**config.mk**
```make
export PLATFORM = sky130hd
export DESIGN_NAME = clocked_arpeggiator_core
export DESIGN_NICKNAME = d
export VERILOG_FILES = /design/src/sv/arp_pkg.sv /design/src/sv/clocked_arpeggiator_core.sv /design/src/sv/arp_front.sv /design/src/sv/arp_back.sv /design/src/sv/arp_outq.sv
export SDC_FILE = /design/constraint.sdc
export NUM_CORES = 2
export LEC_CHECK = 0
export ABC_AREA = 1
export BUFFER_PORTS_ARGS = -buffer_cell sky130_fd_sc_hd__buf_2
export CELL_PAD_IN_SITES_DETAIL_PLACEMENT = 1
export CELL_PAD_IN_SITES_GLOBAL_PLACEMENT = 2
export CORE_AREA = 2 2 543 329
export DETAILED_ROUTE_END_ITERATION = 8
export DIE_AREA = 0 0 545 331
export PLACE_DENSITY = 0.76
export SYNTH_ARGS = -nofsm -noshare
export SYNTH_HDL_FRONTEND = slang
export SYNTH_SLANG_ARGS = --single-unit
```
**constraint.sdc**
```tcl
create_clock -name clk -period 5.3 [get_ports clk]
set_input_delay 1.59 -clock clk [delete_from_list [all_inputs] [get_ports clk]]
set_output_delay 1.59 -clock clk [all_outputs]
set_load 0.05 [all_outputs]
```
**src/sv/arp_pkg.sv**
```systemverilog
package arp_pkg;
  localparam int KeyCount = 128;
  localparam int ChunkWidth = 49;
  localparam int TopBits = 30;
  localparam int IdxW = 7;
  localparam int CntW = 8;
  localparam int ItemW = 1 + 2 + ChunkWidth + 1 + 1;
  localparam int QueueDepth = 2;

  localparam logic [2:0] ModeUp = 3'd0;
  localparam logic [2:0] ModeDown = 3'd1;
  localparam logic [2:0] ModeUpDown = 3'd2;
  localparam logic [2:0] ModeDownUp = 3'd3;
  localparam logic [2:0] ModeRandom = 3'd4;

  localparam logic [2:0] RegMode = 3'd0;
  localparam logic [2:0] RegSteps = 3'd1;
  localparam logic [2:0] RegSeed = 3'd2;
  localparam logic [2:0] RegOctave = 3'd3;
  localparam logic [2:0] RegTrigger = 3'd4;
  localparam logic [2:0] RegPhase = 3'd5;

  typedef struct packed {
    logic                  keys_valid;
    logic [1:0]            chunk_select;
    logic [ChunkWidth-1:0] chunk_bits;
    logic                  trigger_level;
    logic                  reset_level;
  } item_t;

  typedef struct packed {
    logic [6:0] note;
    logic       gate;
    logic       step_pulse;
    logic [6:0] step_number;
  } result_t;

  typedef struct packed {
    logic [2:0]  mode;
    logic [7:0]  steps;
    logic [30:0] seed;
    logic [3:0]  octave;
    logic        trig_conn;
    logic [31:0] phase_inc;
  } cfg_t;
endpackage

```
**src/sv/clocked_arpeggiator_core.sv**
```systemverilog
// Each word runs a key scan, then, if a step fires, the pattern step.
// The back end takes a new word only when idle, after its last result is handed to the output register.
// Input queue holds two words; one result word waits in the output register.
// Reset: synchronous active-high rst clears masks, pattern state and registers to defaults.
// The note list has no reset; it is rewritten on every scan before being read.
module clocked_arpeggiator_core #(
  parameter int QueueDepth = arp_pkg::QueueDepth
) (
  input  logic        clk,
  input  logic        rst,
  input  logic        push,
  output logic        full,
  input  logic        keys_valid,
  input  logic [1:0]  chunk_select,
  input  logic [48:0] chunk_bits,
  input  logic        trigger_level,
  input  logic        reset_level,
  output logic        empty,
  input  logic        pop,
  output logic [6:0]  note,
  output logic        gate,
  output logic        step_pulse,
  output logic [6:0]  step_number,
  input  logic        psel,
  input  logic        penable,
  input  logic        pwrite,
  input  logic [4:0]  paddr,
  input  logic [31:0] pwdata,
  output logic [31:0] prdata,
  output logic        pready
);
  arp_pkg::cfg_t    cfg;
  arp_pkg::item_t   in_item, q_item;
  arp_pkg::result_t bres, ores;
  logic q_valid, q_take, res_valid, res_take, busy;
  logic cfg_wr;
  logic [2:0] reg_idx;

  assign pready = 1'b1;
  assign reg_idx = paddr[4:2];
  assign cfg_wr = psel && penable && pwrite && pready;

  // write configuration registers
  always_ff @(posedge clk) begin
    if (rst) begin
      cfg.mode <= '0;
      cfg.steps <= '0;
      cfg.seed <= 31'd1;
      cfg.octave <= '0;
      cfg.trig_conn <= 1'b0;
      cfg.phase_inc <= '0;
    end else if (cfg_wr && paddr[1:0] == 2'b00) begin
      case (reg_idx)
        arp_pkg::RegMode: cfg.mode <= pwdata[2:0];
        arp_pkg::RegSteps: cfg.steps <= pwdata[7:0];
        arp_pkg::RegSeed: cfg.seed <= pwdata[30:0];
        arp_pkg::RegOctave: cfg.octave <= pwdata[3:0];
        arp_pkg::RegTrigger: cfg.trig_conn <= pwdata[0];
        arp_pkg::RegPhase: cfg.phase_inc <= pwdata;
        default: ;
      endcase
    end
  end

  // read back registers
  always_comb begin
    case (reg_idx)
      arp_pkg::RegMode: prdata = {29'b0, cfg.mode};
      arp_pkg::RegSteps: prdata = {24'b0, cfg.steps};
      arp_pkg::RegSeed: prdata = {1'b0, cfg.seed};
      arp_pkg::RegOctave: prdata = {28'b0, cfg.octave};
      arp_pkg::RegTrigger: prdata = {31'b0, cfg.trig_conn};
      arp_pkg::RegPhase: prdata = cfg.phase_inc;
      default: prdata = '0;
    endcase
  end

  assign in_item = '{keys_valid, chunk_select, chunk_bits, trigger_level, reset_level};

  arp_front #(.Depth(QueueDepth)) u_front (
    .clk(clk), .rst(rst), .push(push), .full(full), .in_item(in_item),
    .q_valid(q_valid), .q_item(q_item), .q_take(q_take)
  );

  arp_back u_back (
    .clk(clk), .rst(rst), .cfg(cfg), .q_valid(q_valid), .q_item(q_item),
    .q_take(q_take), .res_valid(res_valid), .res(bres), .res_take(res_take),
    .busy(busy)
  );

  arp_outq u_outq (
    .clk(clk), .rst(rst), .in_valid(res_valid), .in_res(bres), .in_take(res_take),
    .empty(empty), .pop(pop), .out_res(ores)
  );

  assign note = ores.note;
  assign gate = ores.gate;
  assign step_pulse = ores.step_pulse;
  assign step_number = ores.step_number;

  // a pulse is only reported while keys are held
  assert property (@(posedge clk) disable iff (rst) !empty && step_pulse |-> gate)
    else $error("step pulse without gate");
  // back end takes a word only when idle
  assert property (@(posedge clk) disable iff (rst) q_take |-> !busy)
    else $error("queue pop while busy");
  // a result handed over leaves the output nonempty
  assert property (@(posedge clk) disable iff (rst) res_take |=> !empty)
    else $error("result lost");
endmodule

```
**src/sv/arp_front.sv**
```systemverilog
module arp_front #(
  parameter int Depth = arp_pkg::QueueDepth
) (
  input  logic            clk,
  input  logic            rst,
  input  logic            push,
  output logic            full,
  input  arp_pkg::item_t  in_item,
  output logic            q_valid,
  output arp_pkg::item_t  q_item,
  input  logic            q_take
);
  localparam int PW = (Depth > 1) ? $clog2(Depth) : 1;

  arp_pkg::item_t mem [Depth];
  logic [PW-1:0] wr_ptr;
  logic [PW-1:0] rd_ptr;
  logic [PW:0]   count;
  logic          do_push;
  logic          do_pop;

  assign full = (count == (PW+1)'(Depth));
  assign q_valid = (count != '0);
  assign q_item = mem[rd_ptr];
  assign do_push = push && !full;
  assign do_pop = q_take && q_valid;

  // write incoming words into the queue
  always_ff @(posedge clk) begin
    if (do_push) begin
      mem[wr_ptr] <= in_item;
    end
  end

  // advance pointers and fill count
  always_ff @(posedge clk) begin
    if (rst) begin
      wr_ptr <= '0;
      rd_ptr <= '0;
      count <= '0;
    end else begin
      if (do_push) begin
        wr_ptr <= (wr_ptr == PW'(Depth-1)) ? '0 : wr_ptr + 1'b1;
      end
      if (do_pop) begin
        rd_ptr <= (rd_ptr == PW'(Depth-1)) ? '0 : rd_ptr + 1'b1;
      end
      count <= count + (PW+1)'(do_push) - (PW+1)'(do_pop);
    end
  end
endmodule

```
**src/sv/arp_back.sv**
```systemverilog
module arp_back (
  input  logic             clk,
  input  logic             rst,
  input  arp_pkg::cfg_t    cfg,
  input  logic             q_valid,
  input  arp_pkg::item_t   q_item,
  output logic             q_take,
  output logic             res_valid,
  output arp_pkg::result_t res,
  input  logic             res_take,
  output logic             busy
);
  localparam logic [3:0] StIdle   = 4'd0;
  localparam logic [3:0] StScan   = 4'd1;
  localparam logic [3:0] StEdge   = 4'd2;
  localparam logic [3:0] StRead   = 4'd3;
  localparam logic [3:0] StNote   = 4'd4;
  localparam logic [3:0] StRng1   = 4'd5;
  localparam logic [3:0] StRng2   = 4'd6;
  localparam logic [3:0] StRng3   = 4'd7;
  localparam logic [3:0] StMod    = 4'd8;
  localparam logic [3:0] StFinish = 4'd9;
  localparam logic [3:0] StOut    = 4'd10;
  localparam logic [3:0] StFetch  = 4'd11;

  logic [3:0]  state;
  logic [arp_pkg::ChunkWidth-1:0] mask0, mask1, mask2;
  logic [6:0]  note_list [arp_pkg::KeyCount];
  logic [7:0]  key;
  logic [7:0]  count;
  logic [6:0]  play_index;
  logic        direction_down;
  logic [7:0]  clocks;
  logic [31:0] rng_word;
  logic [31:0] phase_acc;
  logic [6:0]  last_note;
  logic [6:0]  last_step;
  logic        clock_was_high;
  logic        reset_was_high;
  logic        pulse;
  logic [6:0]  rd_data;
  logic [31:0] rem;
  logic [5:0]  mod_bit;
  arp_pkg::item_t cur;

  logic [2:0]  eff_mode;
  logic [7:0]  eff_steps;
  logic [31:0] eff_seed;
  logic signed [3:0] eff_oct;
  logic        key_bit;
  logic signed [8:0] midi;
  logic [31:0] rem_sh;
  logic [39:0] rem_try;

  assign eff_mode = (cfg.mode > arp_pkg::ModeRandom) ? arp_pkg::ModeRandom : cfg.mode;
  assign eff_steps = (cfg.steps > 8'd128) ? 8'd128 : cfg.steps;
  assign eff_seed = (cfg.seed == '0) ? 32'd1 : {1'b0, cfg.seed};
  always_comb begin
    eff_oct = $signed(cfg.octave);
    if (eff_oct < -4'sd4) eff_oct = -4'sd4;
    if (eff_oct > 4'sd4) eff_oct = 4'sd4;
  end

  // select the mask bit of the key being scanned
  always_comb begin
    if (key < 8'd49) begin
      key_bit = mask0[key[5:0]];
    end else if (key < 8'd98) begin
      key_bit = mask1[6'(key - 8'd49)];
    end else begin
      key_bit = mask2[6'(key - 8'd98)];
    end
  end

  assign midi = $signed({2'b0, rd_data}) + 9'(eff_oct) * 9'sd12;
  assign rem_sh = rem;
  assign rem_try = {8'b0, rem_sh} - ({32'b0, count} << mod_bit);

  assign q_take = (state == StIdle) && q_valid;
  assign res_valid = (state == StOut);
  assign res.note = last_note;
  assign res.gate = (count != 8'd0);
  assign res.step_pulse = pulse && (count != 8'd0);
  assign res.step_number = last_step;
  assign busy = (state != StIdle);

  // read the note list through a registered port
  always_ff @(posedge clk) begin
    rd_data <= note_list[play_index];
    if (state == StScan && key_bit && key < 8'd128) begin
      note_list[count[6:0]] <= key[6:0];
    end
  end

  // sequence one word: update mask, rescan list, step the pattern
  always_ff @(posedge clk) begin
    if (rst) begin
      state <= StIdle;
      mask0 <= '0;
      mask1 <= '0;
      mask2 <= '0;
      count <= '0;
      play_index <= '0;
      direction_down <= 1'b0;
      clocks <= '0;
      rng_word <= 32'd1;
      phase_acc <= '0;
      last_note <= '0;
      last_step <= '0;
      clock_was_high <= 1'b0;
      reset_was_high <= 1'b0;
      pulse <= 1'b0;
      key <= '0;
      rem <= '0;
      mod_bit <= '0;
      cur <= '0;
    end else begin
      case (state)
        StIdle: begin
          if (q_valid) begin
            cur <= q_item;
            if (q_item.keys_valid) begin
              case (q_item.chunk_select)
                2'd0: mask0 <= q_item.chunk_bits;
                2'd1: mask1 <= q_item.chunk_bits;
                2'd2: mask2 <= {19'b0, q_item.chunk_bits[arp_pkg::TopBits-1:0]};
                default: ;
              endcase
            end
            key <= '0;
            count <= '0;
            pulse <= 1'b0;
            state <= StScan;
          end
        end
        StScan: begin
          if (key == 8'd128) begin
            if (count == 8'd0) begin
              play_index <= '0;
            end else if ({1'b0, play_index} >= count) begin
              play_index <= 7'(count - 8'd1);
            end
            state <= StEdge;
          end else begin
            if (key_bit) count <= count + 8'd1;
            key <= key + 8'd1;
          end
        end
        StEdge: begin
          logic fire;
          logic restart_edge;
          logic [7:0] clk_now;
          logic [31:0] ph_base;
          logic [32:0] ph_sum;
          fire = 1'b0;
          restart_edge = cur.reset_level && !reset_was_high;
          clk_now = restart_edge ? 8'd0 : clocks;
          ph_base = restart_edge ? 32'd0 : phase_acc;
          ph_sum = {1'b0, ph_base} + {1'b0, cfg.phase_inc};
          reset_was_high <= cur.reset_level;
          if (restart_edge) begin
            play_index <= '0;
            direction_down <= (eff_mode == arp_pkg::ModeDownUp);
            rng_word <= eff_seed;
            clocks <= '0;
          end
          if (cfg.trig_conn) begin
            fire = (count != 8'd0) && cur.trigger_level && !clock_was_high;
            clock_was_high <= cur.trigger_level;
            phase_acc <= ph_base;
          end else begin
            clock_was_high <= 1'b0;
            if (cfg.phase_inc != '0) begin
              if (count != 8'd0 && clk_now == 8'd0) begin
                fire = 1'b1;
                phase_acc <= '0;
              end else begin
                phase_acc <= ph_sum[31:0];
                fire = ph_sum[32] && (count != 8'd0);
              end
            end else begin
              phase_acc <= ph_base;
            end
          end
          pulse <= fire;
          state <= fire ? StRead : StOut;
        end
        StRead: begin
          // step-count restart before playing
          if (eff_steps != 8'd0 && clocks >= eff_steps) begin
            play_index <= '0;
            direction_down <= (eff_mode == arp_pkg::ModeDownUp);
            rng_word <= eff_seed;
            clocks <= '0;
          end
          state <= StFetch;
        end
        StFetch: begin
          // wait for the list entry at the final play_index
          state <= StNote;
        end
        StNote: begin
          // rd_data holds the list entry at play_index, registered in StFetch
          if (midi < 9'sd0) last_note <= 7'd0;
          else if (midi > 9'sd127) last_note <= 7'd127;
          else last_note <= midi[6:0];
          last_step <= (eff_steps != 8'd0) ? clocks[6:0] : play_index;
          if (clocks != 8'd255) clocks <= clocks + 8'd1;
          if (count == 8'd1) begin
            play_index <= '0;
            state <= StOut;
          end else if (eff_mode == arp_pkg::ModeRandom) begin
            state <= StRng1;
          end else begin
            state <= StFinish;
          end
        end
        StRng1: begin
          rng_word <= rng_word ^ (rng_word << 13);
          state <= StRng2;
        end
        StRng2: begin
          rng_word <= rng_word ^ (rng_word >> 17);
          state <= StRng3;
        end
        StRng3: begin
          logic [31:0] x;
          x = rng_word ^ (rng_word << 5);
          if (x == '0) x = 32'd1;
          rng_word <= x;
          rem <= x;
          mod_bit <= 6'd30;
          state <= StMod;
        end
        StMod: begin
          // restoring remainder, one bit per cycle
          if (!rem_try[39]) rem <= rem_try[31:0];
          if (mod_bit == '0) state <= StFinish;
          else mod_bit <= mod_bit - 6'd1;
        end
        StFinish: begin
          case (eff_mode)
            arp_pkg::ModeUp: begin
              play_index <= ({1'b0, play_index} + 8'd1 >= count) ? '0 : play_index + 7'd1;
            end
            arp_pkg::ModeDown: begin
              play_index <= (play_index == '0) ? 7'(count - 8'd1) : play_index - 7'd1;
            end
            arp_pkg::ModeUpDown, arp_pkg::ModeDownUp: begin
              if (!direction_down) begin
                if ({1'b0, play_index} + 8'd1 >= count) begin
                  direction_down <= 1'b1;
                  play_index <= 7'(count - 8'd2);
                end else begin
                  play_index <= play_index + 7'd1;
                end
              end else if (play_index == '0) begin
                direction_down <= 1'b0;
                play_index <= 7'd1;
              end else begin
                play_index <= play_index - 7'd1;
              end
            end
            default: begin
              if (rem[6:0] == play_index) begin
                play_index <= ({1'b0, rem[6:0]} + 8'd1 >= count) ? '0 : rem[6:0] + 7'd1;
              end else begin
                play_index <= rem[6:0];
              end
            end
          endcase
          state <= StOut;
        end
        StOut: begin
          if (res_take) state <= StIdle;
        end
        default: state <= StIdle;
      endcase
    end
  end
endmodule

```
**src/sv/arp_outq.sv**
```systemverilog
module arp_outq (
  input  logic             clk,
  input  logic             rst,
  input  logic             in_valid,
  input  arp_pkg::result_t in_res,
  output logic             in_take,
  output logic             empty,
  input  logic             pop,
  output arp_pkg::result_t out_res
);
  logic held;

  assign empty = !held;
  assign in_take = in_valid && (!held || pop);

  // hold one result word until popped
  always_ff @(posedge clk) begin
    if (rst) begin
      held <= 1'b0;
    end else if (in_take) begin
      held <= 1'b1;
    end else if (pop) begin
      held <= 1'b0;
    end
  end

  always_ff @(posedge clk) begin
    if (in_take) out_res <= in_res;
  end
endmodule

```
==> reports/metrics.cfg <==
[timing]
rsz0062_at_grt=no
setup_violations=0
min_period_ps=4740
relSlewSlack_pct=12.7
timing.fmax_mhz=211
worstMarginPinSlew_ps=1300
hold_viol=0
final.setup.tns_ps=0
holdWs_ps=433
clock_skew_ps=53.6
fin_crit_sh_pct=89.4
slew_violations=0

[yosys]
yosys-top-cells-area=edfxtp_1, dfxtp_1, o21ai_0
synth_area_um2=64600
synth_edf_count=1020
synth_most_common_cell=edfxtp_1
yosys.area.top_type=edfxtp_1
seq_area_frac_synth_pct=59.1
async_flop_share_pct=0
synth_common_cells=edfxtp_1, nor2_1, nand2_1
synth_top_area_share_pct=47.4
ys_seq_elements=1397
synth_ff_type=edfxtp_1
synth_fp_nets=6967
ys_warn_count=0
netlist-cell-type-count=57
syn_inst=6741
avgSynthCellArea_um2=9.59

[critical_path]
cp-end-kind=flip-flop
critPathKind=reg -> reg
r2r-end=u_back.rem[16]$_SDFFE_PP0P_
reg2regPathDepth=23
worstPathArrival_ps=5410
worstPathRequired_ps=5970
critPathMaxFanout=52
critPathLaunch=u_back.mod_bit[0]$_SDFFE_PP0P_
rrSetupSlack_ps=560
r2r-start=u_back.mod_bit[0]$_SDFFE_PP0P_
critPathLaunchType=flip-flop
crit_end=u_back.rem[16]$_SDFFE_PP0P_

[die]
io_pins=149
initial_core_util_pct=36.9
die_height_um=331
die_area_um2=180000
die_w_um=545
num_rows=119
fp.coreArea_um2=175000

[clock_network]
cts_sinks=1397
cts_resized=0
postCtsSetupRepairBufs=0
htree_levels=4
holdBufCountCts=0
tritoncts=yes
clock_path_buffers=4
cts_inserted_buffers=146
insertion_delay_ps=820
clkSlewWorstSetupHoldPaths_ps=70
clock-root-buffer=clkbuf_16

[routing]
routed-via-count=52100
dr.pass1.iters=5
routedWlPerCell_um=24.9
postRouteAntennaNets=0
routed_via_density=5.64
drc=0
drt-initial-drc-count=5026
wirelength_mm=230

[global_route]
grt-ovfl-total=0
track_usage_pct=25.0
grt_pass1_vias=51700
grt_max_degree=163
grt_pass1_wl_mm=342
antenna_found_initial=5

[place]
gp_congestion=0.905
io_buffers=147
place.detailed.hpwl_mm=152

[flow_run]
drv_cap=0

[min_path]
hold_path_class=reg -> reg

[final_layout]
finalNetCount=6991
area_growth_syn_to_layout_pct=12.3
n_fill_cell=19700
drive_above_1_share_pct=9.06

[pwr]
peakVddDrop_uv=465
cellLeakagePower_nw=26.8
totalPowerFinal_w=0.0361
power_density_nw_per_um2=497

[run_status]
status=finished clean

## power by group
group          internal (W)  leakage (nW)  total, W  switching (W)
Sequential           0.0123          12.8    0.0130       0.000659
Clock               0.00569          2.20    0.0102        0.00447
Combinational       0.00363          11.9    0.0129        0.00930
Total                0.0216          26.8    0.0361         0.0144
## worst min-delay path by stage
| stage | start | endpoint | cells past startpoint |
|---|---|---|---|
| final | u_back.last_step[0]$_SDFFE_PP0P_ | u_outq.out_res[0]$_DFFE_PP_ | 0 |
| after global routing | u_back.last_step[0]$_SDFFE_PP0P_ | u_outq.out_res[0]$_DFFE_PP_ | 0 |
| after CTS | u_back.last_step[0]$_SDFFE_PP0P_ | u_outq.out_res[0]$_DFFE_PP_ | 0 |
| after detailed placement | u_back.last_note[4]$_SDFFE_PP0P_ | u_outq.out_res[13]$_DFFE_PP_ | 0 |
| after global placement | u_back.last_note[4]$_SDFFE_PP0P_ | u_outq.out_res[13]$_DFFE_PP_ | 0 |
| after floorplan | u_back.last_note[1]$_SDFFE_PP0P_ | u_outq.out_res[10]$_DFFE_PP_ | 0 |
## cell families (layout without fill, tap and decap cells)
family	Yosys count	count (layout)	synth area share, %
simple gates	2378	2378	15.3
compound gates	1802	1802	15.5
flops	1397	1397	59.1
buf+inv	862	989	5.12
fa+ha+maj	128	128	2.52
xor+xnor	119	119	1.61
mux	54	54	0.931
other cells	1	4	0.00580
## routing by layer
| metal | vias to the layer above | GRT usage (%) | part of all wire, % | routed length, um |
|---|---|---|---|---|
| met2 | 1719 | 34.5 | 40 | 92000 |
| met3 | 245 | 5.36 | 7.9 | 18200 |
| met1 | 26300 | 39.8 | 51 | 116000 |
| met4 | 2 | 4.28 | 1.5 | 3410 |
| met5 | - | 0 | 0.0057 | 13 |
| li1 | 23800 | - | - | - |
## critical path, cell delays in order, from the launching register on
cell	delay, ps
dfxtp_1	410
inv_1	340
nand2_1	130
nand3_1	100
nand2_1	110
nand2_1	70
o21ai_0	150
o21ai_0	530
nand2_1	110
ha_1	380
nand2_1	130
nor2_1	260
nand2_1	100
nor2_1	120
nand2_1	60
nand3_1	240
nand2_1	120
nand2_1	220
nand4_1	140
nand3_2	100
buf_4	470
nand3_1	160
nand2_1	100
nor2_1	40
## per-stage QoR
stage	setup slack [ps]	utilization, %	instance area [um2]	instances
4_1_cts	660	41.5	72600	9227
5_1_grt	185	41.5	72600	9228
3_5_place_dp	700	38.9	68100	8976
6_report	563	41.5	72600	9230
3_3_place_gp	777	38.9	68100	8976
2_1_floorplan	79.8	-	64600	6741
## layout make-up
type                    instances  area (um2)  share of cell area [%]
inverters                     435        1650                    2.28
repair buffers                303        2020                    2.78
well taps                    2359        2950                    4.07
multi-input cells            4482       23200                    32.0
clock buffers                 191        4030                    5.55
diodes                          3        7.51                  0.0103
flip-flops and latches       1397       38200                    52.6
clock inverters                60         480                   0.662
## cell usage in the layout (no fill, tap or decap), drive strengths merged, types with 5 or more instances in the layout
cell type | synthesis | final
o21bai | 8 | 8
edfxtp | 1020 | 1020
nand2 | 871 | 871
o221ai | 86 | 86
nand3 | 329 | 329
nor2 | 929 | 929
xor2 | 70 | 70
o21ai | 849 | 849
mux2 | 49 | 49
o211ai | 61 | 61
nand3b | 30 | 30
buf | 67 | 303
a21boi | 7 | 7
nor3 | 126 | 126
mux2i | 5 | 5
o21a | 5 | 5
clkbuf | 360 | 191
a21o | 18 | 18
xnor2 | 49 | 49
bufinv | 0 | 7
a22o | 6 | 6
o31ai | 6 | 6
a221oi | 12 | 12
clkinvlp | 0 | 6
a21oi | 531 | 531
dfxtp | 377 | 377
a31oi | 29 | 29
a211oi | 9 | 9
inv | 423 | 425
o2111ai | 5 | 5
nand4 | 41 | 41
nor4 | 22 | 22
clkinv | 12 | 57
o22ai | 160 | 160
ha | 124 | 124
or2 | 21 | 21
## sequential cells by signal, indices dropped and copies added (netlist names), 8 cells and up, named ones only
name,count
cfg,79
u_back.clocks,8
u_back.count,8
u_back.key,8
u_back.mask0,49
u_back.mask1,49
u_back.mask2,30
u_back.note_list,896
u_back.phase_acc,32
u_back.rem,32
u_back.rng_word,32
u_front.mem,108
u_outq.out_res,16
Note: power is estimated with default switching activity, not from simulation.
